==> src/hw/rtl/gda_pkg.sv <==
// Shared types and constants for the Gregorian date arithmetic unit.
// No dependencies.
`default_nettype none
package gda_pkg;
    localparam int unsigned MONTHS_PER_YEAR = 12;
    localparam int unsigned MARCH_BASED_WRAP = 10;
    localparam int unsigned YEAR_SHIFT = 400;
    localparam int unsigned ERA_DAYS = 146097;
    localparam int unsigned YEAR_MIN = 1;
    localparam int unsigned YEAR_MAX = 9999;
    localparam int unsigned MONTH_BITS = 4;
    localparam int unsigned DAY_BITS = 5;
    localparam int unsigned OFFSET_BITS = 24;
    localparam int unsigned OUT_YEAR_BITS = 14;
    // Day numbers: years up to 2^16+400 fit below 2^25.
    localparam int unsigned SERIAL_BITS = 26;
    localparam int unsigned SUM_BITS = 27;
    localparam logic [SERIAL_BITS-1:0] SERIAL_LO = 26'd146403;   // 0001-01-01
    localparam logic [SERIAL_BITS-1:0] SERIAL_HI = 26'd3798461;  // 9999-12-31
    localparam logic signed [OFFSET_BITS-1:0] DIFF_MAX = 24'sh7FFFFF;
    localparam logic signed [OFFSET_BITS-1:0] DIFF_MIN = -24'sh800000;

    // Constant divisions as x / d == (x * RECIP) >> SHIFT, exact over the operand
    // ranges used: years below 2^16, day numbers below 2^22, days of an era.
    localparam logic [16:0] DIV100_RECIP = 17'd83887;
    localparam int unsigned DIV100_SHIFT = 23;
    localparam logic [22:0] ERA_RECIP = 23'd7525902;
    localparam int unsigned ERA_SHIFT = 40;
    localparam logic [17:0] DIV1460_RECIP = 18'd183860;
    localparam int unsigned DIV1460_SHIFT = 28;
    localparam logic [17:0] DIV365_RECIP = 18'd183860;
    localparam int unsigned DIV365_SHIFT = 26;
    localparam logic [11:0] MP_RECIP = 12'd3427;
    localparam int unsigned MP_SHIFT = 19;

    typedef logic [DAY_BITS-1:0] t_day;
    typedef logic [MONTH_BITS-1:0] t_month;
    typedef logic [SERIAL_BITS-1:0] t_serial;

    // Days before the start of each March-based month (0 = March).
    function automatic logic [8:0] month_start(input logic [3:0] mp);
        logic [8:0] r;
        case (mp)
            4'd0: r = 9'd0;    4'd1: r = 9'd31;   4'd2: r = 9'd61;
            4'd3: r = 9'd92;   4'd4: r = 9'd122;  4'd5: r = 9'd153;
            4'd6: r = 9'd184;  4'd7: r = 9'd214;  4'd8: r = 9'd245;
            4'd9: r = 9'd275;  4'd10: r = 9'd306; 4'd11: r = 9'd337;
            default: r = 9'd0;
        endcase
        return r;
    endfunction

    function automatic logic [4:0] month_len(input t_month m, input logic leap);
        logic [4:0] r;
        case (m)
            4'd1, 4'd3, 4'd5, 4'd7, 4'd8, 4'd10, 4'd12: r = 5'd31;
            4'd4, 4'd6, 4'd9, 4'd11: r = 5'd30;
            4'd2: r = leap ? 5'd29 : 5'd28;
            default: r = 5'd0;
        endcase
        return r;
    endfunction
endpackage
`default_nettype wire

==> src/hw/rtl/gda_civil.sv <==
// Day number back to date, six register stages.
// Depends on gda_pkg.
`default_nettype none
module gda_civil
    import gda_pkg::*;
(
    input  wire logic  i_clk,
    input  wire logic  i_en,
    input  wire t_serial i_serial,
    output logic [OUT_YEAR_BITS-1:0] o_year,
    output t_month     o_month,
    output t_day       o_day
);
    logic [44:0] era_prod;
    logic [4:0] n_era, r_era1, r_era2, r_era3, r_era4;
    logic [21:0] r_z1;
    logic [17:0] n_doe, r_doe2, r_doe3, r_doe4;
    logic [35:0] q1460_prod;
    logic [6:0] q1460;
    logic [2:0] q36;
    logic [17:0] n_t, r_t3;
    logic [35:0] yoe_prod;
    logic [8:0] n_yoe, r_yoe4;
    logic [1:0] c100;
    logic [8:0] n_doy, r_doy5;
    logic [14:0] n_ybase, r_ybase5;
    logic [10:0] mp_num;
    logic [22:0] mp_prod;
    logic [3:0] n_mp;
    logic [13:0] r_y;
    t_month r_m;
    t_day r_d;

    always_comb begin
        era_prod = 45'(i_serial[21:0]) * 45'(ERA_RECIP);
        n_era = 5'(era_prod >> ERA_SHIFT);
        n_doe = 18'(r_z1 - 22'(r_era1) * 22'(ERA_DAYS));
    end

    // Years of era: the 4-year, century and era corrections ahead of the divide by 365.
    always_comb begin
        q1460_prod = 36'(r_doe2) * 36'(DIV1460_RECIP);
        q1460 = 7'(q1460_prod >> DIV1460_SHIFT);
        q36 = 3'(r_doe2 >= 18'd36524) + 3'(r_doe2 >= 18'd73048)
            + 3'(r_doe2 >= 18'd109572) + 3'(r_doe2 >= 18'd146096);
        n_t = r_doe2 - 18'(q1460) + 18'(q36) - 18'(r_doe2 == 18'd146096);
        yoe_prod = 36'(r_t3) * 36'(DIV365_RECIP);
        n_yoe = 9'(yoe_prod >> DIV365_SHIFT);
    end

    always_comb begin
        c100 = 2'(r_yoe4 >= 9'd100) + 2'(r_yoe4 >= 9'd200) + 2'(r_yoe4 >= 9'd300);
        n_doy = 9'(r_doe4 - (18'(r_yoe4) * 18'd365 + 18'(r_yoe4 >> 2) - 18'(c100)));
        n_ybase = 15'(r_yoe4) + 15'(r_era4) * 15'd400 - 15'(YEAR_SHIFT);
        mp_num = 11'(r_doy5) * 11'd5 + 11'd2;
        mp_prod = 23'(mp_num) * 23'(MP_RECIP);
        n_mp = 4'(mp_prod >> MP_SHIFT);
    end

    always_ff @(posedge i_clk) begin
        if (i_en) begin
            r_z1 <= i_serial[21:0];
            r_era1 <= n_era;
            r_doe2 <= n_doe;
            r_era2 <= r_era1;
            r_t3 <= n_t;
            r_doe3 <= r_doe2;
            r_era3 <= r_era2;
            r_yoe4 <= n_yoe;
            r_doe4 <= r_doe3;
            r_era4 <= r_era3;
            r_doy5 <= n_doy;
            r_ybase5 <= n_ybase;
            r_m <= (n_mp < 4'(MARCH_BASED_WRAP)) ? n_mp + 4'd3 : n_mp - 4'd9;
            r_d <= 5'(r_doy5 - month_start(n_mp) + 9'd1);
            r_y <= 14'(r_ybase5 + 15'(n_mp >= 4'(MARCH_BASED_WRAP)));
        end
    end

    assign o_year = r_y;
    assign o_month = r_m;
    assign o_day = r_d;
endmodule
`default_nettype wire

==> config.mk <==
export PLATFORM = sky130hd
export DESIGN_NAME = gda_civil
export DESIGN_NICKNAME = d
export VERILOG_FILES = /design/src/hw/rtl/gda_pkg.sv /design/src/hw/rtl/gda_civil.sv
export SDC_FILE = /design/constraint.sdc
export NUM_CORES = 2
export LEC_CHECK = 0
export BUFFER_PORTS_ARGS = -buffer_cell sky130_fd_sc_hd__buf_2
export CORE_MARGIN = 2
export CORE_UTILIZATION = 43
export CTS_BUF_LIST = sky130_fd_sc_hd__clkbuf_8
export DETAILED_ROUTE_END_ITERATION = 8
export SLEW_MARGIN = 20
export SYNTH_ARGS = -nofsm -noshare
export SYNTH_HDL_FRONTEND = slang
export SYNTH_SLANG_ARGS = --single-unit
==> constraint.sdc <==
create_clock -name i_clk -period 25.6 [get_ports i_clk]
set_input_delay 2.56 -clock i_clk [delete_from_list [all_inputs] [get_ports i_clk]]
set_output_delay 2.56 -clock i_clk [all_outputs]
set_load 0.1 [all_outputs]
# --- Yosys cells after proc, flatten, opt, wreduce, memory -nomap -nowiden ---
# Memory sizes are Yosys's and may differ from the RTL's.
# Cells that the tools add are included.
totals:
  latchBits: 0
  mem_bits_ro: 144
  n_memories: 1
  input_bits: 28
  regBits: 147
  wordCells: 56
  out_inout_bits: 23
  ram_bits: 0
op_classes:
  bitwise_logic: 0
  shift: 0
  magnitude_cmp: 9
  n_mul: 8
  div: 0
  add_sub_neg: 20
  reduce_logical: 0
  eq_ne: 1
  n_mux: 2
mem_list:
  columns: ["name", "depth", "width", "rd", "rd_clocked_by_memory_dff", "wr", "line", "rtl"]
  rows:
  - ["(name not given)", 16, 9, 1, 0, 0, "gda_pkg.sv:43", "case (mp)"]
op_table:
  columns: ["cell", "n"]
  rows:
  - ["$mul A18 B16 Y33 const B", 2]
  - ["$mul A22 B22 Y44 const B", 1]
  - ["$ge A18 B17 Y1 const B", 2]
  - ["$mul A11 B12 Y23 const B", 1]
  - ["$add A18 B3 Y18", 1]
  - ["$eq A18 B18 Y1 const B", 1]
  - ["$ge A18 B16 Y1 const B", 1]
  - ["$ge A18 B18 Y1 const B", 1]
  - ["$mul A5 B18 Y18 const B", 1]
  - ["$sub A18 B1 Y18", 1]
  - ["$sub A18 B18 Y18", 1]
  - ["$sub A18 B7 Y18", 1]
  - ["$add A14 B1 Y14", 1]
  - ["$add A9 B14 Y14", 1]
  - ["$sub A14 B9 Y14 const B", 1]
  - ["$add A11 B2 Y11 const B", 1]
  - ["$mul A9 B3 Y11 const B", 1]
  - ["$mul A5 B5 Y10 const B", 1]
  - ["$add A9 B7 Y9", 1]
  - ["$ge A9 B7 Y1 const B", 1]
  - ["$ge A9 B8 Y1 const B", 1]
  - ["$ge A9 B9 Y1 const B", 1]
  - ["$mul A9 B9 Y9 const B", 1]
  - ["$sub A9 B2 Y9", 1]
  - ["13 further kinds", 14]

# --- Logic depth before layout (Yosys ltp) ---
# An unclocked memory read counts as a cell.
depth:
  depth_word: 7
  depth_mapped: 43
  depth_no_buf: 43

# --- Worst setup path after synthesis ---
# Ideal clock, no wire load.
synth_path:
  path_kind: "register -> register"
  startpoint: "register r_doy5[1]"
  endpoint: "register r_d[4], in the netlist o_day[4] (data pin)"
  stages_incl_launch_ff: 40
  slack_ns: 16.575
  path_buffers: 0
  arrival_time_ns: 8.768
  synth_period_minus_slack_ns: 9.025
  setup_time_ns: 0.256
  required_ns: 25.344
  path_cell_list: "edfxtp_1 -> ha_1 -> ha_1 -> o211a_1 -> o21ai_0 -> a21oi_1 -> o21a_1 -> o21ai_0 -> nand2b_1 -> a21oi_1 -> o21bai_1 -> xor2_1 -> ha_1 -> inv_1 -> fa_1 -> fa_1 -> fa_1 -> fa_1 -> [4 not listed] -> a21oi_1 -> a211o_1 -> a21boi_2 -> nor3_1 -> a211oi_1 -> inv_1 -> ha_1 -> mux2i_1 -> o221a_2 -> ha_1 -> inv_1 -> ha_1 -> a21o_1 -> a21oi_1 -> xnor2_1 -> a311o_1 -> nand3_1 -> a21oi_1"
synth_via:
  elab_chain_len: 7
synth_lines:
  columns: ["item", "line", "rtl"]
  rows:
  - ["start: declaration", "gda_civil.sv:25", "logic [8:0] n_doy, r_doy5;"]
  - ["start signal: assignment", "gda_civil.sv:72", "r_doy5 <= n_doy;"]
  - ["$mul A9 B3 Y11", "gda_civil.sv:55", "mp_num = 11'(r_doy5) * 11'd5 + 11'd2;"]
  - ["$add A11 B2 Y11", "gda_civil.sv:55", null]
  - ["$mul A11 B12 Y23", "gda_civil.sv:56", "mp_prod = 23'(mp_num) * 23'(MP_RECIP);"]
  - ["$mem_v2 Z16 W9", null, null]
  - ["$mux W5", "gda_civil.sv:61", "if (i_en) begin"]
  - ["$sub A5 B5 Y5 *", "gda_civil.sv:75", "r_d <= 5'(r_doy5 - month_start(n_mp) + 9'd1);"]
  - ["$add A5 B1 Y5 *", "gda_civil.sv:75", null]
  - ["end signal: assignment", "gda_civil.sv:75", null]
  - ["end: declaration", "gda_civil.sv:32", "t_day r_d;"]
# Every way passes the cells marked *; elsewhere a longest branch is shown, timed or not. The select of a mux whose other input is x is not followed.
# A chain may end at the register's enable or synchronous reset.

# --- Worst setup path in the final report ---
layout_path:
  startpoint: "register r_doe2[13]"
  endpoint: "register r_t3[16] (data pin)"
layout_via:
  elab_chain_len: 6
  word_cells_on_any_way: 12
  classes_between: "add/sub (6); mul (1); order compare (4); eq/ne (1)"
layout_lines:
  columns: ["item", "line", "rtl"]
  rows:
  - ["start: declaration", "gda_civil.sv:17", "logic [17:0] n_doe, r_doe2, r_doe3, r_doe4;"]
  - ["start signal: assignment", "gda_civil.sv:64", "r_doe2 <= n_doe;"]
  - ["branches (longest 5 deep; another with $mul A18 B16 Y33)", null, null]
  - ["$sub A18 B1 Y18 *", "gda_civil.sv:46", "n_t = r_doe2 - 18'(q1460) + 18'(q36) - 18'(r_doe2 == 18'd146096);"]
  - ["named net n_t[16]", "gda_civil.sv:21", "logic [17:0] n_t, r_t3;"]
  - ["end signal: assignment", "gda_civil.sv:66", "r_t3 <= n_t;"]
  - ["end: declaration", "gda_civil.sv:21", null]
# Mark *: on every way through the listed nets, which the timed path passes.

==> impl_results.md <==
* Status: finished clean
* Worst setup path start: r_doe2[13]$_DFFE_PP_
* Max-cap violation count at 0
* Post-synthesis register bit count at 147
* Clk Latency, worst-skew pair at around 0.49 ns
* Resize count post-CTS at 0
* Vias in the first global route at 21300
* RSZ-0062 raised after global routing: false
* Sequential area share after synthesis at 14.4%
* Slew HR at between 30% and 40%
* Fin crit share at 40.5%
* Final slew viol count at 0
* Slowest CP cell: edfxtp_1
* Count of cell types in the netlist at 67
* Initial antenna violation count at 1
* Pre-CTS setup slack at 15.27 ns
* Routed vias at between 15000 and 20000
* DR iter-0 viols at 712
* Root Driver: clkbuf_8
* Critical R2R Launch: r_doe2[13]$_DFFE_PP_
* Skew final at 0.0200 ns
* CP startpoint kind: flop
* Final wirelength at about 61000 µm
* Reg2Reg Setup Slack at 15.24 ns
* R2r endpoint: r_t3[16]$_DFFE_PP_
* First-pass GRT wire length at 105000 µm
* Largest net degree at the start of global routing at roughly 80
* CTS tree: done
* Initial Utilization at 43.6%
* First-pass DRT Iterations at 4
* Max Freq at 0.0966 GHz
* CP Capture Type: flop
* Clock period minus final worst setup slack at roughly 10 ns
* Critical path class: flop to flop
* Final Setup Violations at 0
* Fraction of registers with async set/reset at 0%
* Via density at approximately 5.0
* Wire per inst at 16.0 µm
* Remaining global-route overflow at 0
* Die width at 271 µm
* CTS Buf Count at 17
* Dpl hpwl at 52700 µm
* HP Class: flop to flop
* Clock Tree Buf Depth at 2
* CTS Hold Bufs at 0
* Buffers on Ports at 46
* Synth warn at 0
* Crit-path most repeated cell: fa_1
* Final setup margin at 15.24 ns
* Avg Cell Area, Syn at 10.9 µm²
* Synthesized net count at 4077
* Core Rows at 97
* Setup Buffers After CTS at 0
* Post-Syn Area at 0.0306 mm²
* Hold Path Stages at 0
* Drc violations at 0
* Worst EP arrival at 10.63 ns
* Post-synth EDFFs at between 100 and 150
* Nets at about 4100
* Share of cells above drive strength 1 at roughly 3.3%
* Area Overhead vs Synth at 6.01%
* Setup total negative slack at 0 ns
* CTS H-tree depth at 4
* Antenna-violating nets left at 0
* Worst-margin pin slew at 0.968 ns
* I/O pins at 51
* Worst reg2reg path depth at 34
* Gr usage total at roughly 18%
* Fillers at 6500
* CP endpoint: r_t3[16]$_DFFE_PP_
* CP max stage delay at about 0.8 ns
* CTS Sinks at 147
* CORE AREA at 0.0703 mm²
* Required time of the critical path at 25.88 ns
* Die height at 271 µm
* Critical path fanouts, max at 11
* Die area at 0.0734 mm²
* Final GP Congestion at approximately 0.88
* Post-Synthesis Cells at roughly 2800
* Top FF cell, synth: edfxtp_1
* Clk slew on worst S/H paths at 0.09 ns
* Hold Fails Final Rpt at 0
## state kept, by name, summed over array words and instances, names as in the netlist, 14 cells and up
signal    flops
r_doe2       18
r_t3         18
r_z1         18
o_year       14
r_ybase5     14
## worst max-delay path: cells and delay by family, from the launching register on
family	cells	cell delay [ns]
adder cells (fa/ha/maj)	11	4.84
AO/OA/AOI/OAI	9	2.43
AND/OR/NAND/NOR	6	1.22
flip-flops	1	0.81
buffers and inverters	8	0.81
## cell type report
class / instances / area, µm² / area share [%]
Clock buffer: 17 / 234 / 0.721
Multi-Input combinational cell: 1884 / 23300 / 71.9
Antenna cell: 1 / 2.50 / 0.00771
Sequential cell: 147 / 4410 / 13.6
Clock inverter: 15 / 169 / 0.520
Inverter: 762 / 2860 / 8.81
Timing Repair Buffer: 51 / 274 / 0.844
Tap cell: 940 / 1180 / 3.62
## cells in the final DEF (no fill, tap or decap), types with 10 or more instances in the layout
| cell | netlist | final |
|---|---|---|
| xnor2_1 | 85 | 85 |
| a21oi_1 | 87 | 87 |
| nand4_1 | 15 | 15 |
| a21o_1 | 43 | 43 |
| nand2b_1 | 10 | 10 |
| xor2_1 | 39 | 39 |
| inv_1 | 762 | 765 |
| ha_1 | 776 | 776 |
| and3_1 | 14 | 14 |
| clkbuf_8 | 0 | 17 |
| nand3_1 | 35 | 35 |
| fa_1 | 476 | 476 |
| buf_2 | 1 | 45 |
| nand2_1 | 46 | 46 |
| o21bai_1 | 11 | 11 |
| nor2b_1 | 10 | 10 |
| edfxtp_1 | 147 | 147 |
| nor2_1 | 49 | 49 |
| nor3_1 | 21 | 21 |
| o21ai_0 | 45 | 45 |
## synthesized netlist by cell type, types with 7 or more instances
| cell type | n | area (µm²) |
|---|---|---|
| a211oi_1 | 9 | 67.6 |
| o21a_1 | 9 | 67.6 |
| a21oi_1 | 87 | 435 |
| and3_1 | 14 | 87.6 |
| o21bai_1 | 11 | 82.6 |
| nor3_1 | 21 | 105 |
| nand2b_1 | 10 | 62.6 |
| a211o_1 | 7 | 61.3 |
| xnor2_1 | 85 | 744 |
| a21o_1 | 43 | 323 |
| edfxtp_1 | 147 | 4410 |
| fa_1 | 476 | 9530 |
| nand3_1 | 35 | 175 |
| ha_1 | 776 | 9710 |
| inv_1 | 762 | 2860 |
| nand4_1 | 15 | 93.8 |
| nand2_1 | 46 | 173 |
| nor2b_1 | 10 | 62.6 |
| o21ai_0 | 45 | 225 |
| xor2_1 | 39 | 342 |
| nor2_1 | 49 | 184 |
## through the flow
step / instances / hold WS (ns) / instance area (µm²) / util, %
finish: 3817 / 0.419 / 32500 / 46.2
global route: 3817 / 0.428 / 32500 / 46.2
floorplan: 2797 / 0.400 / 30600 / -
CTS: 3816 / 0.419 / 32500 / 46.2
global placement: 3784 / 0.401 / 32100 / 45.6
detailed placement: 3784 / 0.405 / 32100 / 45.6
## cells by family (layout without fill, tap and decap cells)
logic type / after synthesis / after routing / share of synthesized area [%]
DFF: 147 / 147 / 14.4
other: 0 / 1 / 0
and+or+nand+nor: 232 / 232 / 3.82
xor gates and xnor gates: 125 / 125 / 3.60
buffers and inverters: 766 / 845 / 9.39
AOI/OAI and AO/OA: 269 / 269 / 5.75
muxes: 6 / 6 / 0.196
adders and majority gates: 1252 / 1252 / 62.8
## routing by layer
| layer | global-route usage [%] | vias to the layer above | part of all wire, % |
|---|---|---|---|
| li1 | - | 9144 | - |
| met1 | 22.3 | 9468 | 43 |
| met2 | 32.3 | 218 | 52 |
| met3 | 2.27 | 77 | 2.7 |
| met4 | 4.20 | 0 | 2.1 |
| met5 | 0 | - | 0 |
## worst min-delay path by stage
stage / from / end
global route: r_era3[3]$_DFFE_PP_ / r_era4[3]$_DFFE_PP_
detailed placement: r_doe3[0]$_DFFE_PP_ / r_doe4[0]$_DFFE_PP_
global placement: r_doe3[0]$_DFFE_PP_ / r_doe4[0]$_DFFE_PP_
floorplan: r_doe3[0]$_DFFE_PP_ / r_doe4[0]$_DFFE_PP_
CTS: r_doe3[3]$_DFFE_PP_ / r_doe4[3]$_DFFE_PP_
finish: r_doe3[0]$_DFFE_PP_ / r_doe4[0]$_DFFE_PP_
Power is left out: the tool's default activity adds up to more than one toggle a clock period on the data nets, which glitch-free logic cannot reach.
