## src/hw/rtl/gda_pkg.sv

```systemverilog
// Shared types and constants for the Gregorian date arithmetic unit.
// No dependencies.
`default_nettype none
package gda_pkg;
    localparam int unsigned MONTHS_PER_YEAR = 12;
    localparam int unsigned MARCH_BASED_WRAP = 10;
    localparam int unsigned YEAR_SHIFT = 400;
    localparam int unsigned ERA_DAYS = 146097;
    localparam int unsigned YEAR_MIN = 1;
    localparam int unsigned YEAR_MAX = 9999;
    localparam int unsigned MONTH_BITS = 4;
    localparam int unsigned DAY_BITS = 5;
    localparam int unsigned OFFSET_BITS = 24;
    localparam int unsigned OUT_YEAR_BITS = 14;
    // Day numbers: years up to 2^16+400 fit below 2^25.
    localparam int unsigned SERIAL_BITS = 26;
    localparam int unsigned SUM_BITS = 27;
    localparam logic [SERIAL_BITS-1:0] SERIAL_LO = 26'd146403;   // 0001-01-01
    localparam logic [SERIAL_BITS-1:0] SERIAL_HI = 26'd3798461;  // 9999-12-31
    localparam logic signed [OFFSET_BITS-1:0] DIFF_MAX = 24'sh7FFFFF;
    localparam logic signed [OFFSET_BITS-1:0] DIFF_MIN = -24'sh800000;

    // Constant divisions as x / d == (x * RECIP) >> SHIFT, exact over the operand
    // ranges used: years below 2^16, day numbers below 2^22, days of an era.
    localparam logic [16:0] DIV100_RECIP = 17'd83887;
    localparam int unsigned DIV100_SHIFT = 23;
    localparam logic [22:0] ERA_RECIP = 23'd7525902;
    localparam int unsigned ERA_SHIFT = 40;
    localparam logic [17:0] DIV1460_RECIP = 18'd183860;
    localparam int unsigned DIV1460_SHIFT = 28;
    localparam logic [17:0] DIV365_RECIP = 18'd183860;
    localparam int unsigned DIV365_SHIFT = 26;
    localparam logic [11:0] MP_RECIP = 12'd3427;
    localparam int unsigned MP_SHIFT = 19;

    typedef logic [DAY_BITS-1:0] t_day;
    typedef logic [MONTH_BITS-1:0] t_month;
    typedef logic [SERIAL_BITS-1:0] t_serial;

    // Days before the start of each March-based month (0 = March).
    function automatic logic [8:0] month_start(input logic [3:0] mp);
        logic [8:0] r;
        case (mp)
            4'd0: r = 9'd0;    4'd1: r = 9'd31;   4'd2: r = 9'd61;
            4'd3: r = 9'd92;   4'd4: r = 9'd122;  4'd5: r = 9'd153;
            4'd6: r = 9'd184;  4'd7: r = 9'd214;  4'd8: r = 9'd245;
            4'd9: r = 9'd275;  4'd10: r = 9'd306; 4'd11: r = 9'd337;
            default: r = 9'd0;
        endcase
        return r;
    endfunction

    function automatic logic [4:0] month_len(input t_month m, input logic leap);
        logic [4:0] r;
        case (m)
            4'd1, 4'd3, 4'd5, 4'd7, 4'd8, 4'd10, 4'd12: r = 5'd31;
            4'd4, 4'd6, 4'd9, 4'd11: r = 5'd30;
            4'd2: r = leap ? 5'd29 : 5'd28;
            default: r = 5'd0;
        endcase
        return r;
    endfunction
endpackage
`default_nettype wire

```

## src/hw/rtl/gda_serial.sv

```systemverilog
// Date to day number, two register stages, with month/day check.
// Depends on gda_pkg.
`default_nettype none
module gda_serial
    import gda_pkg::*;
#(
    parameter int YEAR_BITS = 14
) (
    input  wire logic                 i_clk,
    input  wire logic                 i_en,
    input  wire logic [YEAR_BITS-1:0] i_year,
    input  wire t_month               i_month,
    input  wire t_day                 i_day,
    output t_serial                   o_serial,
    output logic                      o_valid
);
    localparam int YS_BITS = YEAR_BITS + 1;
    localparam int PROD_BITS = YEAR_BITS + 17;
    logic [YS_BITS-1:0] n_ys, r_ys;
    logic [YS_BITS-1:0] n_c, r_c;
    logic [8:0] n_doy, r_doy;
    logic n_ok, r_ok, r_ok2;
    logic [3:0] mp;
    logic [PROD_BITS-1:0] cent_prod;
    logic [YEAR_BITS-1:0] cent;
    logic hund, early;
    logic leap;
    t_serial r_serial;
    logic [SERIAL_BITS-1:0] yd;

    always_comb begin
        cent_prod = PROD_BITS'(i_year) * PROD_BITS'(DIV100_RECIP);
        cent = YEAR_BITS'(cent_prod >> DIV100_SHIFT);
        hund = i_year == cent * YEAR_BITS'(100);
        leap = (i_year[1:0] == 2'b00 && !hund) || (hund && cent[1:0] == 2'b00);
        early = i_month <= 4'd2;
        n_ok = i_month >= 4'd1 && i_month <= 4'(MONTHS_PER_YEAR) && i_day != '0
            && i_day <= month_len(i_month, leap);
        n_ys = YS_BITS'(i_year) + YS_BITS'(YEAR_SHIFT) - YS_BITS'(early);
        // Centuries of the shifted year; borrow only when a March-based year wraps one.
        n_c = YS_BITS'(cent) + YS_BITS'(YEAR_SHIFT / 100) - YS_BITS'(early && hund);
        mp = early ? i_month + 4'd9 : i_month - 4'd3;
        n_doy = month_start(mp) + 9'(i_day) - 9'd1;
    end

    always_ff @(posedge i_clk) begin
        if (i_en) begin
            r_ys <= n_ys;
            r_c <= n_c;
            r_doy <= n_doy;
            r_ok <= n_ok;
            r_serial <= yd;
            r_ok2 <= r_ok;
        end
    end

    always_comb begin
        yd = SERIAL_BITS'(r_ys) * SERIAL_BITS'(365) + SERIAL_BITS'(r_ys >> 2)
            - SERIAL_BITS'(r_c) + SERIAL_BITS'(r_c >> 2) + SERIAL_BITS'(r_doy);
    end

    assign o_serial = r_serial;
    assign o_valid = r_ok2;
endmodule
`default_nettype wire

```

## config.mk

```make
export PLATFORM = sky130hd
export DESIGN_NAME = gda_serial
export DESIGN_NICKNAME = d
export VERILOG_FILES = /design/src/hw/rtl/gda_pkg.sv /design/src/hw/rtl/gda_serial.sv
export SDC_FILE = /design/constraint.sdc
export NUM_CORES = 1
export LEC_CHECK = 0
export BUFFER_PORTS_ARGS = -buffer_cell sky130_fd_sc_hd__buf_2
export CAP_MARGIN = 20
export CORE_AREA = 2 2 182 184
export CTS_CLUSTER_DIAMETER = 150
export DETAILED_ROUTE_END_ITERATION = 7
export DIE_AREA = 0 0 184 186
export HOLD_SLACK_MARGIN = 0.12
export PLACE_DENSITY = 0.59
export SLEW_MARGIN = 25
export SYNTH_ARGS = -nofsm -noshare
export SYNTH_HDL_FRONTEND = slang
export SYNTH_SLANG_ARGS = --single-unit
```

## constraint.sdc

```tcl
create_clock -name i_clk -period 28.8 [get_ports i_clk]
set_input_delay 1.44 -clock i_clk [delete_from_list [all_inputs] [get_ports i_clk]]
set_output_delay 1.44 -clock i_clk [all_outputs]
set_load 0.02 [all_outputs]
```

Yosys cells after proc, flatten, opt, wreduce, memory -nomap -nowiden

Memory sizes are Yosys's and may differ from the RTL's.
Cells that the tools add are included.

Register bits: 67
Memory bits (read-only): 144
Bits of input ports: 25
Memories: 1

$add $sub $neg: 12
$mul: 3
$lt $le $gt $ge: 4
Equality and inequality tests: 13
Muxes and demuxes: 3
Reductions and logical operators: 13

Memories:

| name            | words | bits a word | rd ports | clocked after Yosys merged registers in | write ports | RTL line      | text |
|---|---|---|---|---|---|---|---|
| (no name shown) | 16    | 9           | 1        | 0                                       | 0           | gda_pkg.sv:43 | `case (mp)` |

Operator list:

| kind                                                                   | number |
|---|---|
| 14-bit by 17-bit multiplier with 31-bit output (second input constant) | 1 |
| 26-bit by 13-bit adder with 26-bit output                              | 1 |
| 26-bit by 9-bit adder with 26-bit output                               | 1 |
| 25-bit by 15-bit subtractor with 26-bit output                         | 1 |
| 24-bit by 13-bit adder with 25-bit output                              | 1 |
| 15-bit by 9-bit multiplier with 24-bit output (second input constant)  | 1 |
| 4-bit == test (second input constant)                                  | 5 |
| 4-bit by 3-bit == test with 1-bit output (second input constant)       | 4 |
| 14-bit by 9-bit adder with 15-bit output (second input constant)       | 1 |
| 5-bit one-hot mux with 3 select lines                                  | 1 |
| 15-bit by 1-bit subtractor with 15-bit output                          | 1 |
| 14-bit == test                                                         | 1 |
| 8-bit by 5-bit multiplier with 12-bit output (second input constant)   | 1 |
| 9-bit by 1-bit subtractor with 10-bit output                           | 1 |
| 8-bit by 3-bit adder with 9-bit output (second input constant)         | 1 |
| 9-bit by 5-bit adder with 9-bit output                                 | 1 |
| 9-bit by 1-bit subtractor with 9-bit output (second input constant)    | 1 |
| 4-bit by 2-bit == test with 1-bit output (second input constant)       | 2 |
| 7-bit OR reduction                                                     | 1 |
| 1-bit logical AND                                                      | 6 |
| 5-bit less-or-equal comparator                                         | 1 |
| 5-bit nonzero test                                                     | 1 |
| 4-bit adder (second input constant)                                    | 1 |
| 4-bit by 1-bit == test with 1-bit output (second input constant)       | 1 |
| 10 further kinds                                                       | 11 |

Logic depth before layout (Yosys ltp)

Gate-level depths: netlist (run 1).

Depth in word-level cells: 10
Mapped depth: 45

Worst setup path before layout (run 1)

Ideal clock, no wire load.

Path type: in2reg
From: in i_year[11]
To: reg r_c[7], data pin
Setup time: 258 ps
Arrival: 10,123 ps
Data required time: 28,542 ps
Slack: 18,418 ps
Stages: 42
Path buffers: 0
Path through: fa_1 inv_1 fa_1 inv_1 fa_1 fa_1 inv_1 fa_1 inv_1 fa_1 ha_1 nand2_1 nor2_1 o221ai_2 nand4_2 a21oi_2 nor2_1 xnor2_1 [... 6 more ...] ha_1 a21o_1 a21o_1 a21oi_1 o21ai_0 xnor2_1 nor4_2 and3_1 and3_1 ha_1 nand2b_1 fa_1 inv_1 a211oi_1 nor2_1 nor2_1 o21bai_1 xnor2_1

Word-level cells in the longest chain between the ends: 5
Elaborated cells on any way between the ends: 6
Classes of those cells: add/sub: 2; mul: 2; eq/ne: 1; reduce/logical: 1

Ends and longest elaborated chain:

| what                                           | RTL line         | text |
|---|---|---|
| from (decl)                                    | gda_serial.sv:11 | `input wire logic [YEAR_BITS-1:0] i_year,` |
| 14-bit by 17-bit multiplier with 31-bit output | gda_serial.sv:32 | `cent_prod = PROD_BITS'(i_year) * PROD_BITS'(DIV100_RECIP);` |
| 8-bit by 5-bit multiplier with 12-bit output   | gda_serial.sv:34 | `hund = i_year == cent * YEAR_BITS'(100);` |
| 14-bit == test                                 | gda_serial.sv:34 |  |
| 1-bit logical AND                              | gda_serial.sv:41 | `n_c = YS_BITS'(cent) + YS_BITS'(YEAR_SHIFT / 100) - YS_BITS'(early && hund);` |
| 9-bit by 1-bit subtractor with 10-bit output * | gda_serial.sv:41 |  |
| net n_c[7]                                     | gda_serial.sv:20 | `logic [YS_BITS-1:0] n_c, r_c;` |
| to (signal assigned)                           | gda_serial.sv:49 | `r_c <= n_c;` |
| to (decl)                                      | gda_serial.sv:20 |  |

The timed path passes the listed nets; every way through them passes the cells marked *.
A chain may end at the register's enable or synchronous reset.

Worst setup path after layout (run 1)

From: in i_year[3]
To: reg r_c[7], data pin

The elaborated chain is that of the path after synthesis.

==> results.yml, run 1 <==
cts:
  clock_path_buffers: 2
  cts_tree: "built"
  cts_sinks: 62
  numCtsBuffers: 9
  holdBufCountCts: 0
  cts-root-buf: "clkbuf_16"
  worstSkewPairLatency_ps: 350
  cts_setup_buffers: 0
  cts_max_level: 3
  cts.clk_slew.worst_paths_ps: 60
  cts_resized: 0
logic_synthesis:
  synth.cell_area_mm2: 0.0127
  synthArstFlopShare: 0
  yosys_warnings: 0
  synth.distinct_cells: 63
  seq_area_frac_synth: 0.147
  synthCells: 1214
  synth.avg_cell_area_um2: 10.4
  syn_nets: 1702
  ys_seq_elements: 62
  ys.flop_type: "edfxtp_1"
  synth_edf_count: 62
setup_path:
  path_max_fanout: 9
  criticalPathCategory: "input pin to register"
  slowest_stage: "fa_1"
  worstPathRequired_ps: 28900
  cp.arrival_ps: 11130
  cp-endpoint: "r_c[7]"
  r2r-start: "r_c[13]"
  r2r-end: "o_serial[25]"
  r2r_cells: 19
  start_kind: "input pin"
  crit_path_frequent_cell: "inv_1"
  rrSetupSlack_ps: 23060
  critical-path-max-stage-delay_ps: 560
  critPathLaunch: "i_year[3]"
  crit_path_end_kind: "register"
floorplan:
  start_util: 0.394
  rows: 66
  coreArea_mm2: 0.0322
  die_width_um: 184
  die_h_um: 186
  io_pins: 52
  die-area_mm2: 0.0342
timing:
  fin_skew_ps: 5.66
  setup_viol: 0
  final.period_utilization: 0.383
  setup_tns_ps: 0
  hold_violations: 0
  finalMaxSlewViolations: 0
  worst_slew_pin_slew_ps: 807
  max_slew_margin: 0.462
  hold_ws_ps: 422
  rsz0062_at_grt: "no"
  finalCriticalPeriod_ps: 11020
  clock.fmax_mhz: 90.7
drt:
  drt_iter0_drc: 286
  detail_route.wl_per_cell_um: 14.7
  antenna_left: 0
  vias_per_cell: 4.72
  routed_wl_um: 24800
  vias: 7958
  drt_pre_antenna_iters: 4
  drcViolationCount: 0
grt:
  grt_antenna_before_repair: 1
  grt_pass1_wl_um: 43100
  grt_pass1_vias: 8744
  grt_max_degree: 63
  grt_overflow: 0
  grt_usage: 0.160
placement:
  io_buffers: 51
  globalplace.congestion: 0.916
  place_hpwl_um: 22300
run_status:
  outcome: "completed"
cells_and_area:
  final_common_cell: "inv_1"
  drive_gt1_frac: 0.0705
  area_growth_pct: 8.18
  nets: 1760
  layout_common_cells: "inv_1, ha_1, fa_1, edfxtp_1, xnor2_1"
hold_path:
  hp-class: "register to register"
run:
  drv_cap: 0
[cell type report]
type | instances | area (um^2)
Clock inverter | 7 | 55.1
Tap cell | 408 | 510
Timing Repair Buffer | 52 | 263
Multi-Input combinational cell | 790 | 9460
Inverter | 357 | 1340
Antenna cell | 1 | 2.50
Fill cell | 3134 | 18500
Sequential cell | 62 | 1860
Clock buffer | 9 | 225
[critical path: cells and delay by family]
family / cells / cell delay [ps]
fa+ha+maj: 13 / 5090
compound gates: 10 / 1840
simple gates: 8 / 1310
buf+inv: 9 / 790
xor+xnor: 3 / 670
[kinds of logic after synthesis]
family	count (synthesis)	synth area share
adders and majority gates	463	0.569
buffers and inverters	362	0.107
AOI/OAI and AO/OA	136	0.0760
and+or+nand+nor	119	0.0490
xor gates and xnor gates	71	0.0508
DFF	62	0.147
muxes	1	0.000789
[flip-flops by register name, indices dropped and copies added (netlist names)]
register / count
o_valid: 1
o_serial: 26
r_ys: 15
r_c: 10
r_doy: 9
r_ok: 1
[through the flow]
| step | std cells | area, um^2 | setup WS, ps | util |
|---|---|---|---|---|
| after floorplan | 1214 | 12700 | 18420 | - |
| after global placement | 1669 | 13400 | 17610 | 0.417 |
| after detailed placement | 1669 | 13400 | 17320 | 0.417 |
| after CTS | 1685 | 13700 | 17700 | 0.426 |
| after global routing | 1686 | 13700 | 17010 | 0.426 |
| final | 1686 | 13700 | 17780 | 0.426 |
[layer usage]
metal | GRT usage | vias to the layer above | share of wire
met5 | 0 | - | 0
met4 | 0.0461 | 0 | 0.018
met3 | 0.0164 | 22 | 0.021
met2 | 0.275 | 85 | 0.48
met1 | 0.214 | 3878 | 0.48
li1 | - | 3973 | -
[synth_stat cells (12+ instances only)]
cell type | number | area share
inv_1 | 355 | 0.11
xor2_1 | 16 | 0.011
ha_1 | 273 | 0.27
fa_1 | 190 | 0.30
edfxtp_1 | 62 | 0.15
a21oi_1 | 36 | 0.014
a21o_1 | 18 | 0.011
nor2_1 | 33 | 0.0098
o21ai_0 | 12 | 0.0047
xnor2_1 | 52 | 0.036
nand2_1 | 21 | 0.0062
[worst min path at each step]
stage / from / to / slack [ps] / depth (start not counted)
5_1_grt: r_ok / o_valid / 430 / 0
3_3_place_gp: r_ok / o_valid / 410 / 0
3_5_place_dp: r_ok / o_valid / 410 / 0
2_1_floorplan: r_ok / o_valid / 400 / 0
4_1_cts: r_ok / o_valid / 420 / 0
6_report: r_ok / o_valid / 420 / 0
Power of run 1 is left out: the tool's default activity adds up to more than one toggle a clock period on the data nets, which glitch-free logic cannot reach.
==> run 2, diff against run 1 <==
- clock period: 28.8 -> 11.11 ns (I/O delays scaled with it)
==> run 2 against run 1 <==
  * Die area did not move
  * Count of clock-buffer cells in the layout did not move
  * Critical path depth did not move
  * Final area rose by 0.15%
  * Via count fell by 0.48%
  * Clock skew rose by 2.1 ps
  * Flip-flop and latch count did not move
  * Highest routed layer unchanged
  * Register-to-register slack got worse by 18000 ps
  * Routed wire length fell by 1.1%
==> results.yml, run 2 (same netlist as run 1, synthesis figures left out) <==
setup_path:
  slowest_stage: "fa_1"
  cp.arrival_ps: 10170
  path_max_fanout: 9
  crit_path_end_kind: "register"
  r2r-end: "o_serial[25]"
  r2r_cells: 19
  critPathLaunch: "i_year[3]"
  rrSetupSlack_ps: 5380
  crit_path_frequent_cell: "inv_1"
  criticalPathCategory: "input pin to register"
  worstPathRequired_ps: 11190
  start_kind: "input pin"
  r2r-start: "r_c[13]"
  critical-path-max-stage-delay_ps: 540
run:
  drv_cap: 0
floorplan:
  rows: 66
  die_width_um: 184
  die-area_mm2: 0.0342
  die_h_um: 186
  io_pins: 52
  start_util: 0.394
  coreArea_mm2: 0.0322
cts:
  worstSkewPairLatency_ps: 340
  clock_path_buffers: 2
  cts_tree: "built"
  cts.clk_slew.worst_paths_ps: 60
  holdBufCountCts: 0
  cts_setup_buffers: 0
  cts-root-buf: "clkbuf_16"
  cts_sinks: 62
  numCtsBuffers: 9
  cts_max_level: 3
  cts_resized: 0
timing:
  finalMaxSlewViolations: 0
  finalCriticalPeriod_ps: 10090
  clock.fmax_mhz: 99.1
  setup_viol: 0
  worst_slew_pin_slew_ps: 802
  max_slew_margin: 0.466
  final.period_utilization: 0.908
  hold_ws_ps: 426
  hold_violations: 0
  rsz0062_at_grt: "no"
  fin_skew_ps: 7.81
  setup_tns_ps: 0
placement:
  placed_cells: 1671
  globalplace.congestion: 0.877
  place_hpwl_um: 21900
  io_buffers: 51
grt:
  grt_overflow: 0
  grt_max_degree: 63
  grt_pass1_vias: 8575
  grt_antenna_before_repair: 0
  grt_pass1_wl_um: 42200
  grt_usage: 0.157
hold_path:
  hp-start: "r_ok"
  min_to: "o_valid"
  hp-class: "register to register"
  hold_depth: 0
drt:
  detail_route.wl_per_cell_um: 14.5
  drcViolationCount: 0
  drt_pre_antenna_iters: 4
  vias_per_cell: 4.69
  antenna_left: 0
  drt_iter0_drc: 361
  vias: 7920
  routed_wl_um: 24500
cells_and_area:
  area_growth_pct: 8.34
  final_common_cell: "inv_1"
  nets: 1762
  drive_gt1_frac: 0.0719
  largest_reg_flops: 26
  final_cells: 1687
  final.fill_count: 3146
  layout_common_cells: "inv_1, ha_1, fa_1, edfxtp_1, xnor2_1"
  antenna_cells: 0
run_status:
  outcome: "completed"
==> run 2: layout make-up <==
type                            instances  area (um^2)  share of cell area
Clock inverter                          7         62.6             0.00455
Tap cell                              408          510              0.0372
Clock buffer                            9          225              0.0164
Inverter                              357         1340              0.0976
Timing Repair Buffer                   54          278              0.0202
Sequential cell                        62         1860               0.136
Multi-Input combinational cell        790         9460               0.689
==> run 2: per-layer routing <==
metal | GRT usage | vias to the layer above | part of all wire
met5 | 0 | - | 0
met4 | 0.0240 | 0 | 0.0084
met3 | 0.0149 | 9 | 0.024
met2 | 0.279 | 77 | 0.49
met1 | 0.212 | 3854 | 0.48
li1 | - | 3980 | -
==> run 2: worst max path at each step <==
stage / endpoint / slack, ps / cells past startpoint
after CTS: r_c[7] / 960 / 43
after floorplan: r_c[7] / 1610 / 42
final: r_c[7] / 1020 / 43
after global routing: r_c[7] / 200 / 43
after global placement: r_c[7] / 800 / 41
after detailed placement: r_c[7] / 620 / 43
==> run 2: metrics by stage <==
step	area [um^2]	setup slack, ps	utilization
6_report	13700	1020	0.427
5_1_grt	13700	200	0.427
4_1_cts	13700	959	0.427
3_5_place_dp	13400	620	0.418
3_3_place_gp	13400	802	0.418
2_1_floorplan	12700	1610	-
==> run 2: critical path: cells and delay by family <==
kind | cells | cell delay, ps
compound gates | 10 | 1790
xor+xnor | 3 | 700
fa+ha+maj | 13 | 5040
buf+inv | 9 | 780
simple gates | 8 | 1270
Power of run 2 is left out for the same reason.
==> run 3, diff against run 2 <==
- PLACE_DENSITY: 0.59 -> not set
- SLEW_MARGIN: 25 -> 40
==> run 3 against run 2 <==
  * Register-to-register slack worse by 30 ps
  * Global-route usage is 0.099 points lower
  * Worst hold slack lost 13 ps
  * Flip-flop and latch count unchanged
  * Via count grew 0.56%
  * Fmax down 0.47%
  * Non-clock buffer count is 1 higher
  * Count of clock-buffer cells in the layout is the same
  * Routed wire length up 0.64%
==> results.yml, run 3 (same netlist as run 1, synthesis figures left out) <==
run_status:
  outcome: "completed"
cells_and_area:
  final.fill_count: 3155
  antenna_cells: 0
  largest_reg_flops: 26
  layout_common_cells: "inv_1, ha_1, fa_1, edfxtp_1, xnor2_1"
  final_cells: 1688
  final_common_cell: "inv_1"
  nets: 1763
  fin_util: 0.427
  drive_gt1_frac: 0.0727
  area_growth_pct: 8.38
drt:
  drcViolationCount: 0
  detail_route.wl_per_cell_um: 14.6
  vias: 7964
  routed_wl_um: 24700
  drt_iter0_drc: 305
  drt_pre_antenna_iters: 4
  vias_per_cell: 4.72
  antenna_left: 0
placement:
  place_hpwl_um: 22200
  globalplace.congestion: 0.902
  placed_cells: 1672
  io_buffers: 51
  place_ws_ps: 531
cts:
  cts_sinks: 62
  cts_setup_buffers: 0
  cts.clk_slew.worst_paths_ps: 60
  cts_resized: 0
  numCtsBuffers: 9
  clock_path_buffers: 2
  cts-root-buf: "clkbuf_16"
  cts_tree: "built"
  holdBufCountCts: 0
  worstSkewPairLatency_ps: 340
  cts_max_level: 3
timing:
  fin_ws_ps: 977
  fin_skew_ps: 10.8
  finalMaxSlewViolations: 0
  setup_viol: 0
  worst_slew_pin_slew_ps: 589
  finalCriticalPeriod_ps: 10130
  hold_violations: 0
  rsz0062_at_grt: "no"
  max_slew_margin: 0.608
  final.period_utilization: 0.912
  setup_tns_ps: 0
  clock.fmax_mhz: 98.7
hold_path:
  hold_depth: 0
  min_to: "o_valid"
  hp-class: "register to register"
  hp-start: "r_ok"
setup_path:
  path_max_fanout: 9
  critPathTopFamily: "adder cells"
  r2r-start: "r_c[13]"
  worstPathRequired_ps: 11200
  r2r-end: "o_serial[25]"
  criticalPathCategory: "input pin to register"
  slowest_stage: "fa_1"
  rrSetupSlack_ps: 5350
  start_kind: "input pin"
  r2r_cells: 19
  critical-path-max-stage-delay_ps: 550
  path_buf_inv: 9
  crit_path_end_kind: "register"
  crit_path_frequent_cell: "inv_1"
  cp.arrival_ps: 10220
run:
  drv_cap: 0
floorplan:
  io_pins: 52
  die-area_mm2: 0.0342
  coreArea_mm2: 0.0322
  start_util: 0.394
  die_h_um: 186
  die_width_um: 184
  rows: 66
grt:
  grt_max_degree: 63
  grt_usage: 0.156
  grt_antenna_before_repair: 0
  grt_pass1_wl_um: 41900
  grt_overflow: 0
  grt_pass1_vias: 8505
run 3: cell count changes in the layout (fill, tap and decap cells not counted):
cell      change
clkinv_4      +1
buf_6         +1
inv_6         -1
inv_8         -1
clkinv_2      +1
run 3: through the flow:
step	instance area [um^2]	hold WS, ps
after floorplan	12700	400
after global placement	13500	401
after detailed placement	13500	406
after CTS	13700	415
after global routing	13700	441
final	13700	413
run 3: per-layer routing:
metal / vias up / GRT usage / share of wire
li1: 3974 / - / -
met4: 0 / 0.0406 / 0.019
met1: 3857 / 0.208 / 0.47
met5: - / 0 / 0
met3: 22 / 0.0186 / 0.033
met2: 111 / 0.269 / 0.48
run 3: how the worst max path moves through the flow:
stage / start / to / slack [ps] / depth (start not counted)
after floorplan: i_year[11] / r_c[7] / 1610 / 42
after global placement: i_year[11] / r_c[7] / 820 / 43
after detailed placement: i_year[3] / r_c[7] / 530 / 43
after CTS: i_year[3] / r_c[7] / 890 / 43
after global routing: i_year[3] / r_c[7] / 270 / 43
final: i_year[3] / r_c[7] / 980 / 43
run 3: worst reg2reg max path: stages (launching register included):
cell,delay (ps)
edfxtp_1,570
inv_1,230
ha_1,320
inv_1,50
fa_1,520
inv_1,50
fa_1,500
fa_1,520
fa_1,490
ha_1,360
a21o_1,190
a21o_1,170
a21o_1,180
a21oi_1,160
o21ai_1,120
or4_1,430
o21ai_2,220
o2111ai_1,160
a21oi_1,190
xnor2_1,80
run 3: cell type report:
class                      count  area (um^2)  area share
multi-input combinational    790         9460       0.688
sequential                    62         1860       0.135
inverter                     357         1340      0.0975
tap                          408          510      0.0371
timing repair buffer          55          289      0.0210
clock buffer                   9          225      0.0164
clock inverter                 7         56.3     0.00410
Power of run 3 is left out for the same reason.
